[src/rtl/core/htd_pkg.sv]
package htd_pkg;

    typedef enum logic [1:0] {
        ACT_CLEAR = 2'd0,
        ACT_ADD   = 2'd1,
        ACT_BEGIN = 2'd2,
        ACT_DATA  = 2'd3
    } t_action;

    typedef enum logic [1:0] {
        KIND_SYMBOL     = 2'd0,
        KIND_DECODE_ERR = 2'd1,
        KIND_FULL       = 2'd2,
        KIND_ROOT_LEAF  = 2'd3
    } t_kind;

    localparam int SYM_W       = 8;
    localparam int CODE_LEN_W  = 6;
    localparam int CODE_BITS_W = 32;
    localparam int COUNT_IN_W  = 16;
    localparam int BYTE_W      = 8;

    // input tdata layout, lowest field first
    localparam int SYM_LSB       = 0;
    localparam int CODE_LEN_LSB  = SYM_LSB + SYM_W;
    localparam int CODE_BITS_LSB = CODE_LEN_LSB + CODE_LEN_W;
    localparam int COUNT_LSB     = CODE_BITS_LSB + CODE_BITS_W;
    localparam int BYTE_LSB      = COUNT_LSB + COUNT_IN_W;
    localparam int IN_TDATA_W    = 72;

    localparam int OUT_TDATA_W   = 16;

    typedef struct packed {
        t_kind            kind;
        logic [SYM_W-1:0] sym;
        logic             msg_end;
    } t_result;

    typedef struct packed {
        logic    push;
        logic    flush;
        t_result res;
    } t_emit_req;

    typedef struct packed {
        logic go;
        logic flush_done;
    } t_emit_stat;

endpackage

[src/rtl/core/htd_emit.sv]
module htd_emit (
    input  logic                                i_clk,
    input  logic                                i_rst_n,
    input  htd_pkg::t_emit_req                  i_req,
    output htd_pkg::t_emit_stat                 o_stat,
    output logic                                o_m_axis_tvalid,
    input  logic                                i_m_axis_tready,
    output logic [htd_pkg::OUT_TDATA_W-1:0]     o_m_axis_tdata,  // decoded_symbol, message_end
    output logic [1:0]                          o_m_axis_tuser,  // kind
    output logic                                o_m_axis_tlast
);

    logic             r_o_valid;
    htd_pkg::t_result r_o_res;
    logic             r_o_last;
    logic             r_pend_v;
    htd_pkg::t_result r_pend;
    logic             w_out_free;

    assign w_out_free = !r_o_valid || i_m_axis_tready;

    // the newest result is held back until it is known whether another follows
    assign o_stat.go         = !r_pend_v || w_out_free;
    assign o_stat.flush_done = !r_pend_v || w_out_free;

    always_ff @(posedge i_clk) begin
        if (!i_rst_n) begin
            r_o_valid <= 1'b0;
            r_pend_v  <= 1'b0;
        end else begin
            if (i_req.push && r_pend_v) begin
                r_o_valid <= 1'b1;
                r_o_res   <= r_pend;
                r_o_last  <= 1'b0;
            end else if (i_req.flush && r_pend_v && w_out_free) begin
                r_o_valid <= 1'b1;
                r_o_res   <= r_pend;
                r_o_last  <= 1'b1;
                r_pend_v  <= 1'b0;
            end else if (i_m_axis_tready) begin
                r_o_valid <= 1'b0;
            end
            if (i_req.push) begin
                r_pend_v <= 1'b1;
                r_pend   <= i_req.res;
            end
        end
    end

    assign o_m_axis_tvalid = r_o_valid;
    assign o_m_axis_tdata  = {{(htd_pkg::OUT_TDATA_W - htd_pkg::SYM_W - 1){1'b0}},
                              r_o_res.msg_end, r_o_res.sym};
    assign o_m_axis_tuser  = r_o_res.kind;
    assign o_m_axis_tlast  = r_o_last;

endmodule

[config.mk]
export PLATFORM = sky130hd
export DESIGN_NAME = htd_emit
export DESIGN_NICKNAME = d
export VERILOG_FILES = /design/src/rtl/core/htd_pkg.sv /design/src/rtl/core/htd_emit.sv
export SDC_FILE = /design/constraint.sdc
export NUM_CORES = 1
export LEC_CHECK = 0
export BUFFER_PORTS_ARGS = -buffer_cell sky130_fd_sc_hd__clkbuf_2
export CAP_MARGIN = 5
export CORE_MARGIN = 10
export CORE_UTILIZATION = 40
export CTS_CLUSTER_DIAMETER = 200
export DETAILED_ROUTE_END_ITERATION = 8
export PLACE_DENSITY = 0.73
export SETUP_SLACK_MARGIN = 0.5
export SYNTH_ARGS = -nofsm -noshare
export SYNTH_HDL_FRONTEND = slang
export SYNTH_SLANG_ARGS = --single-unit
[constraint.sdc]
create_clock -name i_clk -period 1.21 [get_ports i_clk]
set_input_delay 0.242 -clock i_clk [delete_from_list [all_inputs] [get_ports i_clk]]
set_output_delay 0.242 -clock i_clk [all_outputs]
set_load 0.1 [all_outputs]
* Word level (Yosys, flattened, before mapping)
Index checks and enable logic that the tools add are counted.
** Operators by class
- Equal/unequal tests :: 1
- Mux-type cells :: 9
- Reductions and logical operators :: 13
** Operators by type and width (count)
- $mux 11 :: 2
- $mux 1 :: 7
- $reduce_and 2->1 :: 3
- $reduce_bool 2->1 :: 2
- $logic_and 1x1->1 :: 3
- $reduce_bool 3->1 :: 1
- $logic_not 1->1 :: 2
- $logic_or 1x1->1 :: 2
- $ne 2x2->1 const B :: 1
** Storage, ports and cells
- Register bits :: 25
- Word-level logic and storage cells :: 32
- Bits of input ports :: 16
- Output and inout bits :: 22

* Depth between registers and ports, before layout
- Depth after elaboration :: 6
- Mapped depth :: 3
- Mapped depth without buffers :: 2

* Least setup slack after synthesis
OpenSTA, ideal clock, no wires.
- Path type :: register to output
- Start :: register r_o_valid (netlist: o_m_axis_tvalid)
- End :: output o_stat[1] (netlist bit)
- Slack :: -1637 ps
- Buffers on the path :: 1
- Required time :: 968 ps
- Arrival time :: 2605 ps
- Cell stages (with the launch flop) :: 3
- Path through :: dfxtp_1 nand3_1 buf_4
** RTL lines
- start, declared :: line htd_emit.sv:13 : logic r_o_valid;
- start signal, assigned :: line htd_emit.sv:28 : r_o_valid <= 1'b0;
- start signal, assigned :: line htd_emit.sv:32 : r_o_valid <= 1'b1;
- start signal, assigned :: line htd_emit.sv:36 : r_o_valid <= 1'b1;
- end, declared :: line htd_emit.sv:5 : output htd_pkg::t_emit_stat o_stat,

==> results_dict.tcl <==
set metrics [dict create \
    net_switching_share_of_the_total_power_pct 29.2 \
    synth-seq-area-share_pct 84.4 \
    clk_pin_slew_worst_paths_ns 0.13 \
    nFillCells 138 \
    total_power_consumption_of_the_routed_design_w 0.00173 \
    final_layout_size_suffix_gt1_share_pct 58.8 \
    syn_area_per_cell_um2 18.8 \
    setup_repair_after_global_routing_missed_its_margin "yes" \
    maximum_number_of_pins_on_one_net_before_global_route_repair 14 \
    post_synth_and_or_nand_nor_area_fraction_pct 2.17 \
    finalWirelength_mm 1.95 \
    die_height_um 66.5 \
    final.min_clock_period_ns 1.30 \
    grt_antenna_before_repair 0 \
    clock_sinks 25 \
    arrival_time_reported_for_the_critical_path_endpoint_ns 1.06 \
    setup_viol_count_final 7 \
    layout_setup_ws_ns -0.0903 \
    power_per_cell_area_nw_per_um2 1250 \
    synth_compound_area_share_pct 4.77 \
    diodes 0 \
    grt_pass1_vias 596 \
    achievable-frequency_mhz 769 \
    synth-seq-cells 25 \
    ir_drop_mv 0.841 \
    holdBufCountCts 0 \
    drt_first_pass_iters 4 \
    outcome "finished, violations left" \
    antenna_left 0 \
    final_net_count 102 \
    critPathLaunchType "flip-flop" \
    worstRegToRegCells 4 \
    synthAdderAreaFrac_pct 0 \
    netlist_instances 46 \
    clock_tree_from_tritoncts "yes" \
    number_of_buffers_between_clock_root_and_the_deepest_sink 2 \
    cp-end-kind "primary output" \
    htree_depth 1 \
    drc 0 \
    leakage_nw 0.548 \
    max_cap_violations 0 \
    area_delta_synth_final_pct 60.1 \
    path_max_fanout 2 \
    placeableCoreArea_um2 2000 \
    timing.hold.worst_path_depth 1 \
    placement.io_buffers 30 \
    ratio_of_routed_vias_to_standard_cells 4.43 \
    path_class "flip-flop to primary output" \
    violations_in_the_final_reports "setup timing" \
    reg2reg_setup_slack_ns -0.01 \
    final_hold_viol_count 0 \
    wire_per_inst_um 17.4 \
    finalClockSkew_ns 0.00944 \
    post_synth_xor_area_fraction_pct 0 \
    library_cell_used_as_clock_root_buffer "sky130_fd_sc_hd__clkbuf_4" \
    crit_required_ns 0.97 \
    hold_path.startpoint "i_req[9]" \
    yosys_warnings 0 \
    ios 38 \
    globalRouteTotalUtil_pct 8.42 \
    distinct_cell_type_count_after_synthesis 13 \
    syn-cell-area_um2 866 \
    detailedRoute.firstIterationViolations 6 \
    hold_end "r_pend[9]" \
    internal_power_w 0.00122 \
    cts_buffers 3 \
    routability_congestion_estimate_from_global_placement 0.667 \
    crit-reg2reg-capture "o_m_axis_tdata[2]" \
    drv_slew 0 \
    worstReg2RegStart "r_pend_v" \
    dpl.cell_count 103 \
    worstSkewPairLatency_ns 0.30 \
    vias 496 \
    dominant_combinational_cell_family_by_area_after_synthesis "buffers and inverters" \
    yosys-mux-area-fraction_pct 0 \
    die-width_um 66.5 \
    power_frac_clock_pct 20.7 \
    share_of_total_power_in_combinational_logic_pct 20.8 \
    grt_pass1_wl_mm 2.88 \
    detailed_place_hpwl_mm 1.45 \
    num_rows 16 \
    min-delay-path-class "primary input to flip-flop" \
    fin_cells 112 \
    power.net_switching_w 0.000505 \
    start_util_pct 43.2 \
    layout_worst_path_cycle_share_pct 107 \
    power_frac_seq_pct 58.6 \
    die_area_um2 4430 \
    grt_remaining_overflow 0 \
]
## power by group through the flow
stage | clock network, W | logic [W] | registers (W)
floorplan | 0 | 0.000145 | 0.00112
global placement | 0 | 0.000321 | 0.00103
detailed placement | 0 | 0.000326 | 0.00103
CTS | 0.000352 | 0.000351 | 0.00101
global route | 0.000391 | 0.000370 | 0.00102
finish | 0.000357 | 0.000359 | 0.00101
## logic make-up after synthesis
logic type | Yosys count
DFF | 25
buffers and inverters | 11
AOI/OAI and AO/OA | 5
and+or+nand+nor | 4
other | 1
## sequential cells by signal, summed over array words and instances, names as in the netlist
name / flops
o_m_axis_tvalid: 1
r_pend: 11
o_m_axis_tuser: 2
r_pend_v: 1
o_m_axis_tlast: 1
o_m_axis_tdata: 9
## synth_stat cells, drive strengths merged
library cell | number | area (um2)
a31oi | 2 | 18.8
nand3 | 1 | 5.00
edfxtp | 23 | 691
nand2 | 1 | 3.75
dfxtp | 2 | 40.0
o211ai | 1 | 12.5
conb | 1 | 3.75
nor2 | 1 | 3.75
buf | 8 | 60.1
inv | 3 | 11.3
nand2b | 1 | 6.26
o21ai | 2 | 10.0
## what timing repair did
item | 4_1_cts | 5_1_grt
hold endpoints to repair | 0 | 0
endpoints found under the setup margin | 41 | 41
pin swaps | 3 | 1
gates resized for setup | 5 | 3
buffers inserted | 5 | 0
## worst max-delay path, stage by stage (launching register included)
cell	delay, ns
sky130_fd_sc_hd__dfxtp_2	0.36
sky130_fd_sc_hd__buf_6	0.11
sky130_fd_sc_hd__nand3_4	0.10
sky130_fd_sc_hd__buf_12	0.18
## through the flow
step	util, %	hold slack, ns	cell area, um2	setup TNS [ns]	worst slack, ns
after floorplan	-	0.341	920	-1.80	-0.214
after global placement	64.4	0.402	1290	0	0.0799
after detailed placement	64.4	0.405	1290	0	0.0455
after CTS	68.6	0.105	1370	-0.135	-0.0679
after global routing	69.3	0.0883	1390	-0.614	-0.131
final	69.3	0.0991	1390	-0.218	-0.0903
## layout by cell type, fill, tap and decap left out, types with 2 or more instances in the layout
cell / Yosys / routed
sky130_fd_sc_hd__edfxtp_1: 23 / 23
sky130_fd_sc_hd__conb_1: 1 / 7
sky130_fd_sc_hd__o21ai_2: 0 / 2
sky130_fd_sc_hd__buf_4: 8 / 4
sky130_fd_sc_hd__clkbuf_4: 0 / 3
sky130_fd_sc_hd__buf_12: 0 / 17
sky130_fd_sc_hd__clkbuf_2: 0 / 14
sky130_fd_sc_hd__inv_2: 0 / 2
## layout make-up
class                           instances  area [um2]  share of cell area [%]
Inverter                                3        11.3                   0.812
Multi-Input combinational cell         16         123                    8.84
Clock buffer                            4        26.3                    1.90
Tap cell                               27        33.8                    2.44
Timing Repair Buffer                   37         457                    32.9
Sequential cell                        25         736                    53.1
## worst max path at each step
stage	from	endpoint
4_1_cts	r_pend_v	o_stat[0]
6_report	r_pend_v	o_stat[0]
2_1_floorplan	o_m_axis_tvalid	o_stat[1]
3_5_place_dp	i_req[12]	o_m_axis_tdata[2]
5_1_grt	r_pend_v	o_stat[0]
3_3_place_gp	i_req[12]	o_m_axis_tdata[2]
## per-layer routing
metal | track usage (%) | wire (um) | vias to the layer above
met5 | 0 | 0 | -
met4 | 3.14 | 27 | 0
met3 | 3.68 | 155 | 4
met2 | 14.5 | 1060 | 23
met1 | 8.87 | 701 | 240
li1 | - | - | 229
No activity file was read; power rests on OpenSTA's default activity.
