[src/rtl/core/htd_ram.sv]
module htd_ram #(
    parameter int WIDTH = 8,
    parameter int DEPTH = 16
) (
    input  logic                     i_clk,
    input  logic                     i_we,
    input  logic [$clog2(DEPTH)-1:0] i_waddr,
    input  logic [WIDTH-1:0]         i_wdata,
    input  logic                     i_re,
    input  logic [$clog2(DEPTH)-1:0] i_raddr,
    output logic [WIDTH-1:0]         o_rdata
);

    logic [WIDTH-1:0] r_mem [DEPTH];
    logic [WIDTH-1:0] r_rdata;

    always_ff @(posedge i_clk) begin
        if (i_we) begin
            r_mem[i_waddr] <= i_wdata;
        end
        if (i_re) begin
            r_rdata <= r_mem[i_raddr];
        end
    end

    assign o_rdata = r_rdata;

endmodule

[config.mk]
export PLATFORM = sky130hd
export DESIGN_NAME = htd_ram
export DESIGN_NICKNAME = d
export VERILOG_FILES = /design/src/rtl/core/htd_ram.sv
export SDC_FILE = /design/constraint.sdc
export NUM_CORES = 1
export LEC_CHECK = 0
export BUFFER_PORTS_ARGS = -buffer_cell sky130_fd_sc_hd__clkbuf_2
export CAP_MARGIN = 10
export CORE_MARGIN = 2
export CORE_UTILIZATION = 50
export CTS_BUF_LIST = sky130_fd_sc_hd__clkbuf_2
export DETAILED_ROUTE_END_ITERATION = 7
export GPL_ROUTABILITY_DRIVEN = 0
export PLACE_DENSITY = 0.67
export SLEW_MARGIN = 10
export SYNTH_ARGS = -nofsm -noshare
export SYNTH_HDL_FRONTEND = slang
export SYNTH_SLANG_ARGS = --single-unit
[constraint.sdc]
create_clock -name i_clk -period 2.5 [get_ports i_clk]
set_input_delay 0.125 -clock i_clk [delete_from_list [all_inputs] [get_ports i_clk]]
set_output_delay 0.125 -clock i_clk [all_outputs]
set_load 0.02 [all_outputs]
Yosys cells after proc, flatten, opt, wreduce, memory -nomap -nowiden
Memory sizes are Yosys's and may differ from the RTL's. A register that Yosys moved wholly into a read port is not among the register bits.
Index checks and enable logic that the tools add are counted.

storage, ports and cells
  logic and storage cells = 3
  flip-flop bits (word level) = 0
  input port bits = 19
  memories = 1
  output and inout bits = 8
  RAM bits = 128

operators by class
  mux-type cells = 2

memory list
  name   words  bits a word  rd ports  clocked after Yosys merged registers in  write ports  line  text
  r_mem  16     8            1         1                                        1            14    logic [WIDTH-1:0] r_mem [DEPTH];

operator list
  operator  count
  $mux W1   2

Longest topological paths before layout
Gate-level depths: netlist (run 1).

  word-level depth = 2
  gate-level depth with buffers = 5

Worst setup path after synthesis (run 1)
No wires, ideal clock.

  kind = input to register
  start point = input i_waddr[2]
  end point = memory r_mem[0][0], enable pin
  buffers on the path = 0
  setup slack = 882 ps
  setup time = 383 ps
  arrival time = 1235 ps
  cell stages on the path = 2
  cell sequence = or3b_2 nor3_1

RTL lines
  item         line  text
  from (decl)  7     input logic [$clog2(DEPTH)-1:0] i_waddr,
  to (decl)    14

Straight into the memory's write port.

Worst setup path after layout (run 1)
  start point = input i_waddr[3]
  end point = memory r_mem[5][2], enable pin

Straight into the memory's write port.

==> results of run 1 <==
==> layout make-up <==
type                    count  area, µm²
diodes                      1      2.502
clock buffers              17      85.08
clock inverters            14      224.0
fillers                   736       4180
multi-input cells          83       1057
flip-flops and latches    136       4084
well taps                 136      170.2
repair buffers             59      427.9
==> final timing paths <==
check                                             end              startpoint  slack [ns]
worst min register to register   o_rdata[0]$_DFFE_PP_  r_mem[14][0]$_DFFE_PP_        0.77
worst min-delay path            r_mem[1][2]$_DFFE_PP_                    i_we        0.08
worst max register to register   o_rdata[0]$_DFFE_PP_   r_mem[5][0]$_DFFE_PP_        1.00
worst max-delay path            r_mem[5][2]$_DFFE_PP_              i_waddr[3]        0.67
==> cells by family (layout without fill, tap and decap cells) <==
| kind of cell | count (synthesis) | after routing | share of synthesized area [%] |
|---|---|---|---|
| AO/OA/AOI/OAI | 16 | 16 | 2.298 |
| buffers and inverters | 10 | 90 | 1.651 |
| flip-flops | 136 | 136 | 78.12 |
| other | 0 | 1 | 0 |
| AND/OR/NAND/NOR | 35 | 35 | 3.136 |
| multiplexers | 32 | 32 | 14.79 |
==> per-layer routing <==
layer / GRT usage, % / share of wire [%] / vias up
met2: 28.66 / 49 / 119
met5: 0 / 0 / -
met1: 26.48 / 43 / 1270
li1: - / - / 1121
met4: 6.861 / 1.2 / 0
met3: 5.334 / 6.1 / 8
==> cells in the mapped netlist, drive strengths merged <==
master         count  area share, %
edfxtp           136             78
mux4              32             15
a22oi             16            2.3
nor2              13           0.93
nand2              9           0.65
buf                7            1.1
nor3               4           0.38
clkdlybuf4s25      3           0.57
nand2b             2           0.24
nand3b             2           0.29
and2               1           0.12
and2b              1           0.14
nand3              1          0.096
nor2b              1           0.12
or3b               1           0.17
==> power breakdown <==
group | total [µW] | internal (µW) | switching (µW)
Clock | 1560 | 760 | 795
Combinational | 257 | 112 | 145
Sequential | 2580 | 2570 | 13.1
Total | 4390 | 3440 | 953
==> state kept, by name (all words and copies together) (netlist names) <==
register / cells
o_rdata: 8
r_mem: 128
==> worst reg2reg max path, stage by stage (launching register included) <==
cell and delay (ns):
edfxtp_1 0.40, mux4_1 0.57, a22oi_1 0.22, nand2_1 0.08
==> through the flow <==
stage                     std cells  power (µW)
final                           446        4391
after global routing            446        4531
after CTS                       445        4419
after detailed placement        399        2876
after global placement          399        2868
after floorplan                 229        2770
==> qor.yml, run 1 <==
tns_ns: 0
netlist_area_mm2: 0.005228
cts_sinks: 136
track_usage_pct: 18.86
ff2ff_path_depth: 3
vias: 2518
endpoint_kind: "flop"
ant_nets: 0
syn_inst: 229
cts_setup_buffers: 0
io_buffers: 26
yosys_warnings: 0
start_kind: "primary input"
grt.overflow.total: 0
cpLargestDelayFamily: "buffers and inverters"
coreArea_mm2: 0.01023
cp.depth: 6
worstPathCellList: "dlygate4sd3_1, clkbuf_2, nand3b_1, dlygate4sd3_1, nor2_1, buf_4"
clock_path_buffers: 2
die_x_um: 106.3
fin_util_pct: 59.14
slew_headroom_pct: 38.35
crit_slowest_cell: "dlygate4sd3_1"
hold_viol_final: 0
fp.dieH_um: 106.3
hpwlAfterDp_um: 6123
antenna_found_initial: 1
worst_slew_pin_slew_ns: 0.9214
clock_latency_ns: 0.64
cap_violations: 0
grt_pass1_wl_um: 14660
cp_max_fo: 5
synth_seq_cells: 136
path_class: "primary input to flop"
cts_htree_levels: 4
nets: 316
postPlaceCellArea_mm2: 0.005589
ys_seq_area_share_pct: 78.12
final_common_cell: "edfxtp_1"
num_rows: 37
cts_hold_buf: 15
syn-num-nets: 248
fmax_mhz: 545.7
crit_top_cell: "dlygate4sd3_1"
layout_common_cells: "136 x edfxtp_1, 43 x clkbuf_2, 18 x mux4_2"
status: "finished clean"
cts_buffers: 17
syn_to_final_growth_pct: 15.75
critical_path_arrival_ns: 2.22
synth.avg_cell_area_um2: 22.83
fin_area_mm2: 0.006051
p_leak_uw: 0.002041
finalWirelength_um: 9695
rsz0062_at_grt: "no"
cts_resized: 0
finalMaxSlewViolations: 0
drtIter0Drc: 188
clock_skew_ns: 0.01812
vdd_ir_drop_max_mv: 0.3032
required_ns: 2.89
viasPerCell: 5.646
drcViolationCount: 0
crit_path_max_incr_delay_ns: 0.60
wl_per_cell_um: 21.74
cp_num_buf_inv: 4
clkTransAtPathRegs_ns: 0.20
hp-class: "primary input to flop"
ys_types: 18
post-place-ws_ns: 0.6548
start_util_pct: 51.09
power.density_mw_per_mm2: 725.7
tritoncts: "built"
drive_above_1_share_pct: 30.42
setup_slack_ns: 0.6674
cts_root_buffer: "clkbuf_2"
final.period_utilization_pct: 73.30
dieArea_mm2: 0.01129
grt_max_degree: 33
io_pins: 27
min_period_ns: 1.833
final-setup-viol-count: 0
hold_path_depth: 3
first_pass_iters: 5
holdWs_ns: 0.07692
grt_pass1_vias: 2523
Note: power is estimated with default switching activity, not from simulation.
==> inputs of run 2 (changes only) <==
==> constraint.sdc (replaced) <==
create_clock -name i_clk -period 1.92 [get_ports i_clk]
set_input_delay 0.096 -clock i_clk [delete_from_list [all_inputs] [get_ports i_clk]]
set_output_delay 0.096 -clock i_clk [all_outputs]
set_load 0.02 [all_outputs]
==> run 2 against run 1 <==
  * Via count rose by 1.0%
  * Register-to-register slack worse by 0.65 ns
  * Setup slack worse by 0.49 ns
  * Hold slack better by 0.0054 ns
  * Final area decreased by 1.7%
  * Flip-flop and latch count did not move
  * Clock skew decreased by 0.0053 ns
  * Critical path type unchanged
==> qor.yml, run 2 (synthesis gave the netlist of run 1 again) <==
crit_path_max_incr_delay_ns: 0.65
hold_viol_final: 0
worstPathCellList: "dlygate4sd3_1, clkbuf_2, or3b_2, nor2_1, dlygate4sd3_1"
start_kind: "primary input"
vias: 2544
critical_path_arrival_ns: 2.12
endpoint_kind: "flop"
finalWirelength_um: 10020
start_util_pct: 51.09
grt.overflow.total: 0
wl_per_cell_um: 22.36
hpwlAfterDp_um: 6147
io_pins: 27
antenna_found_initial: 1
worst_slew_pin_slew_ns: 0.4473
coreArea_mm2: 0.01023
clock_latency_ns: 0.66
num_rows: 37
grt_pass1_wl_um: 15220
grt_pass1_vias: 2512
dieArea_mm2: 0.01129
clock_skew_ns: 0.01283
path_class: "primary input to flop"
grt_max_degree: 33
final-setup-viol-count: 0
fin_util_pct: 58.16
tritoncts: "built"
cts_htree_levels: 4
nets: 320
finalMaxSlewViolations: 0
track_usage_pct: 19.60
ant_nets: 0
final.period_utilization_pct: 90.73
tns_ns: 0
min_period_ns: 1.742
layout_common_cells: "136 x edfxtp_1, 47 x clkbuf_2, 19 x buf_4"
cts_buffers: 17
place_inst: 402
slew_headroom_pct: 70.18
io_buffers: 26
cap_violations: 0
status: "finished clean"
rsz0062_at_grt: "no"
nFillCells: 773
seqCellArea_mm2: 0.004084
final_cells: 448
drcViolationCount: 0
crit_top_cell: "dlygate4sd3_1"
cp_max_fo: 4
drtIter0Drc: 161
viasPerCell: 5.679
vdd_ir_drop_max_mv: 0.3934
first_pass_iters: 4
cts_sinks: 136
total_power_uw: 5028
power.density_mw_per_mm2: 844.9
crit_slowest_cell: "dlygate4sd3_1"
cts_root_buffer: "clkbuf_2"
required_ns: 2.29
hp-class: "primary input to flop"
top_register: "r_mem"
fp.dieH_um: 106.3
final_common_cell: "edfxtp_1"
drive_above_1_share_pct: 28.94
p_leak_uw: 0.002024
cts_setup_buffers: 0
multiInputGateArea_mm2: 0.001057
clock_path_buffers: 2
clkTransAtPathRegs_ns: 0.16
fmax_mhz: 574.0
die_x_um: 106.3
largest_reg_flops: 128
syn_to_final_growth_pct: 13.83
[run 2: cell types whose count changed in the layout (fill, tap and decap cells not counted)]
cell,before,now
buf_12,1,2
buf_4,17,19
bufinv_16,5,1
clkbuf_2,43,47
clkinv_1,0,5
clkinv_2,0,2
clkinv_4,3,0
clkinvlp_4,4,0
dlygate4sd3_1,15,16
inv_6,2,0
[run 2: worst paths after layout]
| check | start | to | slack [ns] | cells past startpoint |
|---|---|---|---|---|
| setup / recovery | i_waddr[2] | r_mem[2][4]$_DFFE_PP_ | 0.18 | 5 |
| hold / removal | i_raddr[3] | o_rdata[4]$_DFFE_PP_ | 0.08 | 5 |
| setup reg to reg | r_mem[10][4]$_DFFE_PP_ | o_rdata[4]$_DFFE_PP_ | 0.35 | 3 |
| hold reg to reg | r_mem[14][1]$_DFFE_PP_ | o_rdata[1]$_DFFE_PP_ | 0.77 | 3 |
[run 2: cell type report]
type | count | area share (%)
clock buffers | 21 | 1.766
diodes | 1 | 0.04205
multi-input cells | 83 | 17.77
flip-flops and latches | 136 | 68.63
repair buffers | 63 | 7.948
well taps | 136 | 2.860
clock inverters | 8 | 0.9882
[run 2: timing repair]
item                      4_1_cts  5_1_grt
resized for setup               0        0
hold endpoints to repair      171        0
hold buffers                   16        0
[run 2: stage by stage]
stage          worst slack, ns  hold slack, ns  instance area, µm²
2_1_floorplan           0.3311          0.1949                5228
3_3_place_gp            0.1538          0.5037                5624
3_5_place_dp            0.1638          0.5267                5624
4_1_cts                 0.2511         0.02648                5948
5_1_grt                 0.1975         0.08113                5951
6_report                0.1779         0.08237                5951
[run 2: worst max-delay path: cells and delay by family]
kind | cells | cell delay, ns
simple gates | 2 | 0.71
buf+inv | 3 | 1.31
[run 2: routing by layer]
metal | track usage, % | vias to the layer above | wire, µm
met5 | 0 | - | 0
met2 | 28.98 | 91 | 4751
li1 | - | 1128 | -
met4 | 6.767 | 0 | 160
met1 | 28.60 | 1311 | 4573
met3 | 5.334 | 14 | 534
[run 2: where the power goes]
| group | switching [µW] | total (µW) | leakage (µW) | internal [µW] |
|---|---|---|---|---|
| clock network | 883 | 1320 | 0.000117 | 441 |
| registers | 20.3 | 3360 | 0.00124 | 3340 |
| logic | 192 | 343 | 0.000671 | 151 |
==> inputs of run 3 (changes only) <==
--- a/config.mk
+++ b/config.mk
@@ -12,7 +12,7 @@
 export CTS_BUF_LIST = sky130_fd_sc_hd__clkbuf_2
 export DETAILED_ROUTE_END_ITERATION = 7
 export GPL_ROUTABILITY_DRIVEN = 0
-export PLACE_DENSITY = 0.67
+export PLACE_DENSITY = 0.7
 export SLEW_MARGIN = 10
 export SYNTH_ARGS = -nofsm -noshare
 export SYNTH_HDL_FRONTEND = slang
==> constraint.sdc (replaced) <==
create_clock -name i_clk -period 1.55 [get_ports i_clk]
set_input_delay 0.0775 -clock i_clk [delete_from_list [all_inputs] [get_ports i_clk]]
set_output_delay 0.0775 -clock i_clk [all_outputs]
set_load 0.02 [all_outputs]
==> run 3 against run 2 <==
  * Die area unchanged
  * Critical path type is now flop to flop
  * Non-clock buffer count stayed put
  * First-iteration DRC count rose by 17%
  * Clock power increased by 26%
  * Count of clock-buffer cells in the layout grew 1
  * Total power up 24%
  * Flip-flop and latch count is the same
  * Global-route usage decreased by 0.49 points
==> qor.yml, run 3 (synthesis gave the netlist of run 1 again) <==
path_class: "flop to flop"
critical_path_arrival_ns: 1.86
nFillCells: 760
start_util_pct: 51.09
io_pins: 27
antenna_found_initial: 0
ff2ff_path_depth: 3
largest_reg_flops: 128
cts_sinks: 136
top_register: "r_mem"
tns_ns: 0
cts_buffers: 17
holdWs_ns: 0.08348
power.density_mw_per_mm2: 1049
hp-class: "primary input to flop"
viasPerCell: 5.580
final.period_utilization_pct: 95.49
ant_nets: 0
io_buffers: 26
cts_setup_buffers: 0
cp-startpoint: "r_mem[10][1]$_DFFE_PP_"
min_period_ns: 1.480
clock_path_buffers: 2
cts_resized: 0
finalMaxSlewViolations: 0
cpLargestDelayFamily: "multiplexers"
crit_path_end: "o_rdata[1]$_DFFE_PP_"
drtIter0Drc: 188
vias: 2500
drive_above_1_share_pct: 30.45
fmax_mhz: 675.6
tritoncts: "built"
rrSetupSlack_ns: 0.07
start_kind: "flop"
final_common_cell: "edfxtp_1"
num_rows: 37
dieArea_mm2: 0.01129
clock_skew_ns: 0.02574
nets: 320
finalWirelength_um: 9705
final-setup-viol-count: 0
p_int_uw: 4888
fp.dieH_um: 106.3
worst_slew_pin_slew_ns: 0.6256
syn_to_final_growth_pct: 14.00
r2r_end: "o_rdata[1]$_DFFE_PP_"
hpwlAfterDp_um: 6303
layout_common_cells: "136 x edfxtp_1, 48 x clkbuf_2, 22 x buf_4"
cp.depth: 3
clockPowerShare_pct: 26.6
grt_pass1_wl_um: 15090
endpoint_kind: "flop"
postPlaceCellArea_mm2: 0.005672
grt.overflow.total: 0
reg2reg_from: "r_mem[10][1]$_DFFE_PP_"
cap_violations: 0
track_usage_pct: 19.11
antennaDiodeCount: 0
drcViolationCount: 0
required_ns: 1.93
crit_path_max_incr_delay_ns: 0.49
coreArea_mm2: 0.01023
cts_root_buffer: "clkbuf_2"
seqCellArea_mm2: 0.004084
fin_area_mm2: 0.005959
slew_headroom_pct: 58.14
cp_num_buf_inv: 0
cp_max_fo: 1
vdd_ir_drop_max_mv: 0.3899
die_x_um: 106.3
hold_viol_final: 0
clock_latency_ns: 0.63
wl_per_cell_um: 21.66
grt_pass1_vias: 2613
seqPwrFrac_pct: 66.5
total_power_uw: 6250
swShare_pct: 21.80
p_comb_share_pct: 6.8
first_pass_iters: 4
cts_htree_levels: 4
rsz0062_at_grt: "no"
net-switching-power_uw: 1362
grt_max_degree: 33
worstHoldStart: "i_raddr[2]"
multiInputGateArea_mm2: 0.001062
status: "finished clean"
worstPathCellList: "mux4_1, a22oi_1, nand2_1"
p_leak_uw: 0.002032
clkTransAtPathRegs_ns: 0.17
crit_slowest_cell: "mux4_1"
-- run 3: cell count changes in the layout (fill, tap and decap cells not counted), sizes merged --
cell	change
buf	+4
clkbuf	+1
diode	-1
dlygate4sd3	-4
-- run 3: how the worst min path moves through the flow --
stage | end | slack, ns | cells after the start
final | o_rdata[4]$_DFFE_PP_ | 0.08 | 5
after global routing | r_mem[6][7]$_DFFE_PP_ | 0.02 | 4
after CTS | r_mem[2][7]$_DFFE_PP_ | 0.004 | 4
after detailed placement | o_rdata[3]$_DFFE_PP_ | 0.51 | 1
after global placement | r_mem[6][5]$_DFFE_PP_ | 0.48 | 1
after floorplan | r_mem[0][0]$_DFFE_PP_ | 0.18 | 0
-- run 3: layout make-up --
class / instances / share of cell area [%]
Clock buffer: 22 / 1.848
Clock inverter: 8 / 0.9658
Multi-Input combinational cell: 83 / 17.82
Sequential cell: 136 / 68.53
Tap cell: 136 / 2.855
Timing Repair Buffer: 63 / 7.978
-- run 3: timing repair --
item / 4_1_cts / 5_1_grt
endpoints found under the setup margin: 0 / 0
hold endpoints to repair: 167 / 0
hold buffers: 12 / 0
-- run 3: per-stage QoR --
stage	std cells	utilization (%)	setup WS, ns
2_1_floorplan	229	-	0.1901
3_3_place_gp	406	55.44	-0.09828
3_5_place_dp	406	55.44	-0.08751
4_1_cts	448	58.25	0.05892
5_1_grt	448	58.25	0.008105
6_report	448	58.25	0.06986
-- run 3: power by group through the flow --
stage                     clock (µW)  sequential (µW)  combinational, µW
after global placement             0             4240                402
after floorplan                    0             4260                209
final                           1660             4160                427
after global routing            1850             4170                462
after detailed placement           0             4240                412
after CTS                       1710             4160                435
-- run 3: layer usage --
| metal | up-vias | global-route usage, % | share of wire (%) |
|---|---|---|---|
| li1 | 1126 | - | - |
| met1 | 1279 | 26.02 | 44 |
| met2 | 91 | 30.22 | 50 |
| met3 | 4 | 5.028 | 5.2 |
| met4 | 0 | 6.861 | 0.75 |
| met5 | - | 0 | 0 |
-- run 3: worst register-to-register path, stage by stage (launching register included) --
cell      delay (ns)
edfxtp_1        0.40
mux4_1          0.49
a22oi_1         0.27
nand2_1         0.07
